==> config.mk <==
export PLATFORM = sky130hd
export DESIGN_NAME = tah_sqrt_cell
export DESIGN_NICKNAME = d
export VERILOG_FILES = /design/src/sv/tilt_and_heading_angles_unit_defines.svh /design/src/sv/tah_pkg.sv /design/src/sv/tah_sqrt_cell.sv
export SDC_FILE = /design/constraint.sdc
export NUM_CORES = 1
export LEC_CHECK = 0
export BUFFER_PORTS_ARGS = -buffer_cell sky130_fd_sc_hd__clkbuf_2
export CELL_PAD_IN_SITES_DETAIL_PLACEMENT = 2
export CELL_PAD_IN_SITES_GLOBAL_PLACEMENT = 2
export CORE_AREA = 2 2 131 159
export CTS_CLUSTER_DIAMETER = 120
export DETAILED_ROUTE_END_ITERATION = 8
export DIE_AREA = 0 0 133 161
export PLACE_DENSITY_LB_ADDON = 0.1
export SLEW_MARGIN = 20
export SYNTH_ARGS = -nofsm -noshare
export SYNTH_HDL_FRONTEND = slang
export SYNTH_SLANG_ARGS = --single-unit
==> constraint.sdc <==
create_clock -name clk -period 3.5 [get_ports clk]
set_clock_uncertainty 0.1 [all_clocks]
set_input_delay 0.525 -clock clk [delete_from_list [all_inputs] [get_ports clk]]
set_output_delay 0.525 -clock clk [all_outputs]
set_load 0.02 [all_outputs]
==> src/sv/tilt_and_heading_angles_unit_defines.svh <==
// Assertion helpers shared by the angle unit modules.
// Each macro expects clk and rst_n in scope.
`ifndef TILT_AND_HEADING_ANGLES_UNIT_DEFINES_SVH
`define TILT_AND_HEADING_ANGLES_UNIT_DEFINES_SVH

// Consequent must hold in the same cycle as the antecedent.
`define TAH_ASSERT_NOW(lbl, ante, cons, msg) \
  lbl: assert property (@(posedge clk) disable iff (!rst_n) (ante) |-> (cons)) \
    else $error(msg);

// Consequent must hold in the cycle after the antecedent.
`define TAH_ASSERT_NEXT(lbl, ante, cons, msg) \
  lbl: assert property (@(posedge clk) disable iff (!rst_n) (ante) |=> (cons)) \
    else $error(msg);

`endif

==> src/sv/tah_pkg.sv <==
package tah_pkg;

  localparam int SAMPLE_WIDTH   = 16;
  localparam int ROTATION_STEPS = 16;
  localparam int ATAN_TAB_LEN   = 24;
  localparam int ROT_STEPS      = (ROTATION_STEPS < ATAN_TAB_LEN) ? ROTATION_STEPS
                                                                  : ATAN_TAB_LEN;
  localparam int ROT_IDX_W      = $clog2(ATAN_TAB_LEN);

  // Square root of (y^2 + z^2) << 2*MAG_GUARD, one result bit per cell.
  localparam int MAG_GUARD = 8;
  localparam int SUM_W     = 2 * SAMPLE_WIDTH;
  localparam int SQ_N_W    = SUM_W + 2 * MAG_GUARD;
  localparam int SQ_R_W    = SQ_N_W / 2;
  localparam int SQ_REM_W  = SQ_R_W + 2;

  // Operands are scaled up until the larger magnitude reaches 2^NORM_EXP.
  localparam int NORM_EXP    = 40;
  localparam int MAG_W       = NORM_EXP + 1;
  localparam int DATA_W      = NORM_EXP + 4;
  localparam int NORM_STAGES = 7;
  localparam int SHIFT_W     = 6;

  localparam int ANG_FRAC      = 15;
  localparam int OUT_FRAC      = 7;
  localparam int ROUND_SHIFT   = ANG_FRAC - OUT_FRAC;
  localparam int ANG_W         = 25;
  localparam int DEG_HALF_TURN = 180;
  localparam logic signed [ANG_W-1:0] HALF_TURN_Z = ANG_W'(DEG_HALF_TURN * (2 ** ANG_FRAC));

  localparam int PITCH_W     = 15;
  localparam int HEAD_W      = 16;
  localparam int PITCH_MAX   = 11520;
  localparam int HEADING_MAX = 23040;

  // atan(2^-i) in degrees with 15 fraction bits.
  localparam int ATAN_TAB [ATAN_TAB_LEN] = '{
    1474560, 870484, 459940, 233473, 117189, 58653, 29333, 14667,
    7334, 3667, 1833, 917, 458, 229, 115, 57,
    29, 14, 7, 4, 2, 1, 0, 0
  };

  typedef struct packed {
    logic signed [SAMPLE_WIDTH-1:0] ax;
    logic signed [SAMPLE_WIDTH-1:0] mx;
    logic signed [SAMPLE_WIDTH-1:0] my;
  } tah_side_t;

  // Round the accumulator to 1/128 degree (half up) and clamp to +-lim.
  function automatic logic signed [HEAD_W-1:0] round_sat(input logic signed [ANG_W-1:0] z,
                                                         input int lim);
    logic signed [ANG_W:0] t;
    logic signed [ANG_W:0] lim_s;
    t     = (ANG_W+1)'(z) + (ANG_W+1)'(2 ** (ROUND_SHIFT - 1));
    t     = t >>> ROUND_SHIFT;
    lim_s = (ANG_W+1)'(lim);
    if (t > lim_s) begin
      t = lim_s;
    end else if (t < -lim_s) begin
      t = -lim_s;
    end
    return t[HEAD_W-1:0];
  endfunction

endpackage

==> src/sv/tah_sqrt_cell.sv <==
module tah_sqrt_cell
  import tah_pkg::*;
(
  input  logic                clk,
  input  logic                rst_n,
  input  logic                vld_i,
  input  logic [SQ_N_W-1:0]   n_i,
  input  logic [SQ_REM_W-1:0] rem_i,
  input  logic [SQ_R_W-1:0]   q_i,
  input  tah_side_t           side_i,
  output logic                vld_o,
  output logic [SQ_N_W-1:0]   n_o,
  output logic [SQ_REM_W-1:0] rem_o,
  output logic [SQ_R_W-1:0]   q_o,
  output tah_side_t           side_o
);

  logic                vld_r;
  logic [SQ_N_W-1:0]   n_r,   n_nxt;
  logic [SQ_REM_W-1:0] rem_r, rem_nxt;
  logic [SQ_R_W-1:0]   q_r,   q_nxt;
  tah_side_t           side_r;
  logic [SQ_REM_W-1:0] rem_sh;
  logic [SQ_REM_W-1:0] trial;
  logic                take;

  // Restoring square root: bring down two radicand bits, try (4q + 1).
  always_comb begin
    rem_sh  = {rem_i[SQ_REM_W-3:0], n_i[SQ_N_W-1 -: 2]};
    trial   = {q_i, 2'b01};
    take    = (rem_sh >= trial);
    rem_nxt = take ? (rem_sh - trial) : rem_sh;
    q_nxt   = {q_i[SQ_R_W-2:0], take};
    n_nxt   = {n_i[SQ_N_W-3:0], 2'b00};
  end

  always_ff @(posedge clk) begin
    if (!rst_n) begin
      vld_r <= 1'b0;
    end else begin
      vld_r <= vld_i;
    end
  end

  always_ff @(posedge clk) begin
    n_r    <= n_nxt;
    rem_r  <= rem_nxt;
    q_r    <= q_nxt;
    side_r <= side_i;
  end

  assign vld_o  = vld_r;
  assign n_o    = n_r;
  assign rem_o  = rem_r;
  assign q_o    = q_r;
  assign side_o = side_r;

endmodule

# --- Word level (Yosys, flattened, before mapping) ---
# Cells that the tools add are included.
classes:
  addsub: 1
  magnitude_cmp: 1
  n_mux: 1
ops:
  columns: ["operator", "n"]
  rows:
  - [">= comparator 26 bit", 1]
  - ["two-way mux 26 bit", 1]
  - ["subtractor 26 bit", 1]
word_totals:
  regBits: 145
  input_bits: 149
  output_inout_bits: 147
  word_cells: 10

# --- Longest topological paths before layout ---
# Gate-level depths: netlist of the first run.
logic_depth:
  ltp_word: 2
  ltp_mapped: 12
  depth_no_buf: 10

# --- Worst setup path before layout of the first run ---
# OpenSTA, ideal clock, no wires.
synth_timing:
  path_kind: "input port to flip-flop"
  start: "input q_i[10]"
  end: "register rem_r[24], in the netlist rem_o[24]"
  arrival_ns: 2.763
  required_ns: 3.279
  slack_ns: 0.517
  path_stages: 11
  cell_sequence: "inv_1 -> ha_1 -> buf_2 -> nand4_1 -> nor4_2 -> o311ai_1 -> a31oi_1 -> o2111ai_1 -> a31oi_4 -> buf_6 -> mux2_2"
synth_between:
  elab_chain_cells: 2
synth_lines:
  columns: ["item", "line", "text"]
  rows:
  - ["start, declared", "tah_sqrt_cell.sv:9", "input logic [SQ_R_W-1:0] q_i,"]
  - ["subtractor 26 bit or >= comparator 26 bit (tied branches)", "tah_sqrt_cell.sv:32, tah_sqrt_cell.sv:31", null]
  - ["two-way mux 26 bit *", "tah_sqrt_cell.sv:32", "rem_nxt = take ? (rem_sh - trial) : rem_sh;"]
  - ["named net rem_nxt[24]", "tah_sqrt_cell.sv:20", "logic [SQ_REM_W-1:0] rem_r, rem_nxt;"]
  - ["end signal, assigned", "tah_sqrt_cell.sv:47", "rem_r <= rem_nxt;"]
  - ["end, declared", "tah_sqrt_cell.sv:20", null]
# The timed path passes the listed nets; every way through them passes the cells marked *.
# A chain may end at the register's enable or synchronous reset.

# --- Final worst setup path of the first run ---
layout_timing:
  start: "input q_i[2]"
  end: "register rem_r[21], in the netlist rem_o[21]"
# Same word-level chain as after synthesis.

==> run metrics, run 1 <==
core area 19900 µm²; hold crit path type in -> reg; sequential area share after synthesis 0.618; register area 2900 µm²; flops & latches, synth 145; die height 161 µm; Final setup viols 0; Num CTS Buffers 17; number of global-route vias before repair 4591; Synth Warn # 0; fin nets 899; Post-synth EDFFs 0; Hold Slack 0.102 ns; Net Switching 1.29 mW; routed vias/inst 4.21; GPL Wtd Cong 0.835; DIE WIDTH 133 µm; DR DRC count 0; Layout area overhead 51.2%; maximum clock frequency 335 MHz; # clock sinks 145; Critical Path Start Type primary input; clock transition at the registers of the reported paths 0.07 ns; Total GRT Usage 0.164; initial drt markers 58; drt total wl 17.5 mm; Sw Ratio 0.294; Area contributors post-synth dfxtp_1, ha_1, a21oi_1; Power Density 617 nW/µm²; status completed; ys flop type dfxtp_1; RSZ-0062 raised after global routing false; FP Rows 57; Critical Path Sink Type flop; final hold violation count 0; multi-input logic area 1580 µm²; Netlist Area Pre-Place 4690 µm²; Hold Buf Count CTS 0; worst-path fanout max 5; Mapped Avg Cell Area 11.4 µm²; drt pass-1 iters 4; Post-CTS Setup Repair Bufs 0; Longest Clk Path Bufs 2; first-pass GRT wire length 26.7 mm; FILL cells 2224; Final Max Slew Viols 0; maximum VDD drop 0.310 mV; largest area contributor in the netlist dfxtp_1; DRT antenna net count 0; Max Cap Viol 0; leakage power total 3.64 nW; CTS tree yes; Vias 4222; GRT overflow 0; Port Buffer Count 291; post-synth top area share 0.618; WP data required 3.71 ns; ys async rst share 0; drt wl/cell 17.5 µm; Synth cell types 51; final cycle utilization of the critical path 0.854; initial antenna violation count 2; worst hold path depth 1; share of cells above drive strength 1 0.485; cell-internal power 3.09 mW; Top Ports 296; arrival time worst endpoint 3.19 ns; combinational power share 0.179; Tmin final 2.99 ns; area of the die 21400 µm²; Syn Inst Count 412; H-tree Lvls 4; clock share of power 0.406; Starting Density 0.236; sequential share of power 0.414; largest net degree at the start of global routing 28; Root Buffer clkbuf_16; final setup TNS 0 ns; PostCTS Resize Cnt 0; Worst Setup Path Type in -> reg; HPWL after detailed placement 14.6 mm
==> layer usage <==
metal	vias to the layer above	track usage	wire, µm
met5	-	0	13
met1	2002	0.163	6440
li1	2023	-	-
met2	177	0.296	8920
met3	18	0.0782	1830
met4	2	0.0562	324
==> power groups by stage <==
stage          Clock [mW]  Combinational [mW]  Sequential [mW]
6_report             1.78               0.786             1.81
5_1_grt              1.92               0.861             1.83
3_3_place_gp            0               0.783             1.85
3_5_place_dp            0               0.795             1.85
2_1_floorplan           0               0.294             2.02
4_1_cts              1.85               0.803             1.82
==> synthesized netlist by cell type, types with 4 or more instances <==
master,count
a21o_1,11
a21oi_1,34
o21ai_0,10
buf_4,5
xor2_1,6
nor2b_1,4
nor2_1,29
clkbuf_1,4
inv_1,36
or2_2,4
nand4_1,5
nand3_1,7
xnor2_1,15
mux2_2,7
nand2_1,7
a31oi_1,10
ha_1,26
dfxtp_1,145
==> flip-flops by register name, summed over array words and instances (netlist names) <==
| signal | count |
|---|---|
| vld_o | 1 |
| q_o | 24 |
| side_o | 48 |
| rem_o | 26 |
| n_o | 46 |
==> worst max-delay path: stages <==
cell       delay (ns)
clkbuf_2         0.09
inv_1            0.04
ha_1             0.23
or3_1            0.40
o22ai_2          0.19
o32ai_2          0.17
o41ai_2          0.42
buf_4            0.19
o2111ai_2        0.18
nor3b_1          0.20
or3_1            0.32
a31o_2           0.23
==> per-stage QoR <==
stage	cells	cell area, µm²	utilization	setup slack (ns)	power, mW
floorplan	413	4700	-	0.517	2.31
global placement	970	6530	0.328	0.125	2.63
detailed placement	970	6530	0.328	0.127	2.65
CTS	1001	7100	0.357	0.553	4.46
global route	1002	7100	0.357	0.413	4.60
finish	1002	7100	0.357	0.513	4.38
==> layout by cell type (no fill, tap or decap), types with 7 or more instances in the layout <==
cell,n
nand3_1,7
xnor2_1,15
a31oi_1,10
a21o_1,11
mux2_2,7
buf_4,13
ha_1,26
o21ai_0,10
clkbuf_16,17
nor2_1,29
nand2_1,7
a21oi_1,34
inv_1,36
dfxtp_1,145
clkbuf_2,291
==> kinds of logic after synthesis <==
family,after synthesis,share of synthesized area
compound gates,90,0.130
xor+xnor,21,0.0392
fa+ha+maj,26,0.0693
buf+inv,49,0.0456
flops,145,0.618
mux,8,0.0189
other cells,1,0.000799
simple gates,72,0.0776
==> worst paths after layout <==
check / startpoint / to / slack [ns]
worst max-delay path: q_i[2] / rem_o[21]$_DFF_P_ / 0.51
worst min-delay path: n_i[11] / n_o[13]$_DFF_P_ / 0.10
==> area by class of cell <==
type                    count  share of cell area
diodes                      1            0.000352
clock buffers              17              0.0599
clock inverters            14              0.0206
inverters                  36              0.0190
multi-input cells         219               0.223
flip-flops and latches    145               0.409
well taps                 265              0.0467
repair buffers            305               0.222
No activity file was read; power rests on OpenSTA's default activity.
==> inputs of run 2 (changes only) <==
- CORE_AREA: 2 2 131 159 -> 2 2 122 171
- DIE_AREA: 0 0 133 161 -> 0 0 124 173
==> run metrics, run 2 (synthesis gave the netlist of run 1 again) <==
WHS Endpoint side_o[32]$_DFF_P_; maximum clock frequency 344 MHz; final cycle utilization of the critical path 0.831; arrival time worst endpoint 3.11 ns; Critical Path Sink Type flop; sequential share of power 0.413; Vias 4211; worst path cell trace clkbuf_2 -> inv_1 -> ha_1 -> nand4_1 -> nor4_2 -> o311ai_1 -> a31oi_1 -> o2111ai_1 -> a31oi_4 -> buf_12 -> mux2_2; share of cells above drive strength 1 0.489; cell-internal power 3.10 mW; routed vias/inst 4.23; Sw Ratio 0.294; final setup TNS 0 ns; RSZ-0062 raised after global routing false; area of the die 21500 µm²; Top Ports 296; setup ws final 0.590 ns; Longest Clk Path Bufs 2; Net Switching 1.29 mW; PostCTS Resize Cnt 0; Post-CTS Setup Repair Bufs 0; worst-path fanout max 21; Root Buffer clkbuf_16; CTS tree yes; number of global-route vias before repair 4706; maximum VDD drop 0.297 mV; drt pass-1 iters 4; Num CTS Buffers 17; HP Start side_i[32]; slowest CP cell nor4_2; Crit path max-delay family compound AO/OA/AOI/OAI gates; Max Cap Viol 0; leakage power total 3.66 nW; GPL Wtd Cong 0.794; core area 19800 µm²; drt wl/cell 17.9 µm; Hold Buf Count CTS 0; Final Max Slew Viols 0; Layout area overhead 52.2%; die height 173 µm; Setup WS pre-CTS 0.0803 ns; FP Rows 61; GRT overflow 0; drt total wl 17.8 mm; FILL cells 2221; HPWL after detailed placement 15.1 mm; Largest register FFs 48; Port Buffer Count 291; most frequent cells in the layout clkbuf_2, dfxtp_1, inv_1; Total GRT Usage 0.165; # clock sinks 145; DIE WIDTH 124 µm; Starting Density 0.237; combinational power share 0.182; initial drt markers 100; final hold violation count 0; H-tree Lvls 4; worst path buffer plus inverter count 3; first-pass GRT wire length 26.3 mm; Power Density 615 nW/µm²; Final setup viols 0; WP data required 3.70 ns; largest net degree at the start of global routing 22; status completed; initial antenna violation count 1; Tmin final 2.91 ns; clock transition at the registers of the reported paths 0.07 ns; clock share of power 0.405; DR DRC count 0; DRT antenna net count 0; hold crit path type in -> reg; fin nets 905; commonest non-fill, non-tap cell in the layout clkbuf_2; delay of the slowest critical-path stage 0.41 ns; Critical Path Start Type primary input; Worst Setup Path Type in -> reg; Power Total 4.39 mW; worst hold path depth 1
## run 2: cell types whose count changed in the layout (fill, tap and decap cells not counted), sizes merged
cell,previous run,this run
clkinv,5,3
buf,14,20
clkinvlp,2,4
## run 2: final cells by class
cell class / instances / area, µm² / share of cell area
clock inverter: 14 / 151 / 0.0212
timing repair buffer: 311 / 1630 / 0.228
multi-input combinational: 219 / 1580 / 0.221
clock buffer: 17 / 425 / 0.0595
tap: 252 / 315 / 0.0441
inverter: 36 / 135 / 0.0189
sequential: 145 / 2900 / 0.406
antenna: 1 / 2.50 / 0.000350
## run 2: layer usage
layer | share of wire | vias up | track usage
met2 | 0.52 | 189 | 0.307
met1 | 0.33 | 1978 | 0.149
li1 | - | 2028 | -
met4 | 0.014 | 0 | 0.0510
met5 | 0 | - | 0
met3 | 0.13 | 16 | 0.0874
## run 2: metrics by stage
step                cell area, µm²  hold slack (ns)   util  instances
detailed placement            6570            0.529  0.331        963
global route                  7150           0.0751  0.360        995
CTS                           7140           0.0813  0.360        994
global placement              6570            0.529  0.331        963
finish                        7150            0.103  0.360        995
floorplan                     4700            0.453      -        413
## run 2: power by group through the flow
stage,clock network (mW),registers (mW),logic [mW]
after floorplan,0,2.02,0.294
after global placement,0,1.85,0.797
after detailed placement,0,1.85,0.814
after CTS,1.85,1.82,0.820
after global routing,1.93,1.83,0.879
final,1.78,1.81,0.798
## run 2: how the worst max path moves through the flow
stage	start	endpoint	slack [ns]	depth (start not counted)
2_1_floorplan	q_i[10]	rem_o[24]$_DFF_P_	0.52	11
3_3_place_gp	q_i[8]	rem_o[7]$_DFF_P_	0.12	11
3_5_place_dp	q_i[8]	rem_o[12]$_DFF_P_	0.08	11
4_1_cts	q_i[8]	rem_o[12]$_DFF_P_	0.52	11
5_1_grt	q_i[1]	rem_o[17]$_DFF_P_	0.39	13
6_report	q_i[8]	rem_o[12]$_DFF_P_	0.59	11
==> inputs of run 3 (changes only) <==
- CORE_AREA: 2 2 122 171 -> 2 2 130 182
- DIE_AREA: 0 0 124 173 -> 0 0 132 184
- clock period: 3.5 -> 2.67 ns (I/O delays scaled with it)
==> run metrics, run 3 (synthesis gave the netlist of run 1 again) <==
Largest register FFs 48; Setup crit end rem_o[12]$_DFF_P_; Tmin final 2.57 ns; worst path cell trace buf_6 -> inv_4 -> ha_4 -> nand4_1 -> nor4_4 -> o311ai_4 -> a31oi_2 -> o2111ai_2 -> a31oi_4 -> buf_12 -> mux2_4; DRT antenna net count 0; drt pass-1 iters 4; die height 184 µm; FILL cells 2431; GPL Wtd Cong 0.835; worst-path fanout max 8; final hold violation count 0; Core Util, Final 0.406; # clock sinks 145; arrival time worst endpoint 2.77 ns; drt total wl 23.8 mm; maximum VDD drop 0.437 mV; delay of the slowest critical-path stage 0.41 ns; share of cells above drive strength 1 0.485; hold crit path type in -> reg; maximum clock frequency 389 MHz; Power Density 696 nW/µm²; Max Cap Viol 0; routed vias/inst 4.14; Port Buffer Count 291; Num CTS Buffers 17; Critical Path Start Type primary input; Top Ports 296; Layout area overhead 94.6%; Root Buffer clkbuf_16; DR DRC count 0; clock transition at the registers of the reported paths 0.06 ns; number of global-route vias before repair 5859; CTS tree yes; Met3 Routed Length 1.60 mm; first-pass GRT wire length 35.9 mm; status completed; FP Rows 65; Power Total 6.36 mW; initial antenna violation count 0; CP Launch Point q_i[9]; core area 22500 µm²; Worst Setup Path Type in -> reg; largest net degree at the start of global routing 17; Total GRT Usage 0.197; routed wl met2 12.9 mm; fin nets 1074; Critical Path Sink Type flop; commonest non-fill, non-tap cell in the layout clkbuf_2; Longest Clk Path Bufs 2; Hold Slack 0.0997 ns; Final setup viols 0; GRT overflow 0; HPWL after detailed placement 16.2 mm; Starting Density 0.208; WL met1 8.58 mm; area of the die 24300 µm²; drt wl/cell 19.6 µm; slowest CP cell nor4_4; DIE WIDTH 132 µm; most frequent cells in the layout clkbuf_2, dfxtp_1, dlygate4sd3_1; H-tree Lvls 4; leakage power total 4.49 nW; Max Used Layer met4; Final Max Slew Viols 0; Vias 5016; WP data required 2.87 ns; final cycle utilization of the critical path 0.963; # diodes 0; initial drt markers 88
## run 3: timing repair
action | in CTS | in global routing
hold endpoints to repair | 116 | 0
pin swaps | 5 | 21
hold buffers | 116 | 0
endpoints found under the setup margin | 25 | 25
cloned | 0 | 0
setup buffers | 2 | 7
resized for setup | 8 | 52
## run 3: critical path: cells and delay by family
family,cells,cell delay (ns)
compound gates,4,0.85
fa+ha+maj,1,0.27
buf+inv,3,0.29
mux,1,0.31
simple gates,2,0.63
## run 3: per-layer routing
layer | up-vias | track usage
met4 | 0 | 0.0765
met1 | 2397 | 0.196
met2 | 207 | 0.375
li1 | 2376 | -
met5 | - | 0
met3 | 36 | 0.0675
## run 3: stage by stage
stage / TNS, ns / setup WS (ns) / cell area (µm²) / instances
2_1_floorplan: -0.0703 / -0.0510 / 4770 / 413
3_3_place_gp: -11.32 / -0.483 / 7000 / 1057
3_5_place_dp: -13.94 / -0.570 / 7000 / 1057
4_1_cts: 0 / 0.00778 / 8840 / 1207
5_1_grt: -0.00586 / -0.00586 / 9140 / 1213
6_report: 0 / 0.0997 / 9140 / 1213
## run 3: worst min-delay path by stage
stage | startpoint | to | slack [ns] | depth (start not counted)
2_1_floorplan | n_i[8] | n_o[10]$_DFF_P_ | 0.33 | 0
3_3_place_gp | side_i[40] | side_o[40]$_DFF_P_ | 0.40 | 1
3_5_place_dp | n_i[10] | n_o[12]$_DFF_P_ | 0.40 | 1
4_1_cts | q_i[14] | q_o[15]$_DFF_P_ | 0.09 | 1
5_1_grt | q_i[14] | q_o[15]$_DFF_P_ | 0.09 | 1
6_report | q_i[14] | q_o[15]$_DFF_P_ | 0.1 | 1
## run 3: cell type report
type,instances,area [µm²],area share
Multi-Input combinational cell,219,1850,0.203
Timing Repair Buffer,480,3240,0.355
Clock buffer,20,437,0.0478
Inverter,36,150,0.0164
Clock inverter,12,180,0.0197
Sequential cell,145,2900,0.318
Tap cell,301,377,0.0412
## run 3: power breakdown
part | total [mW] | switching, mW | internal, mW
registers | 2.40 | 0.0615 | 2.33
clock network | 2.56 | 0.987 | 1.57
logic | 1.41 | 0.745 | 0.661
total | 6.36 | 1.79 | 4.57
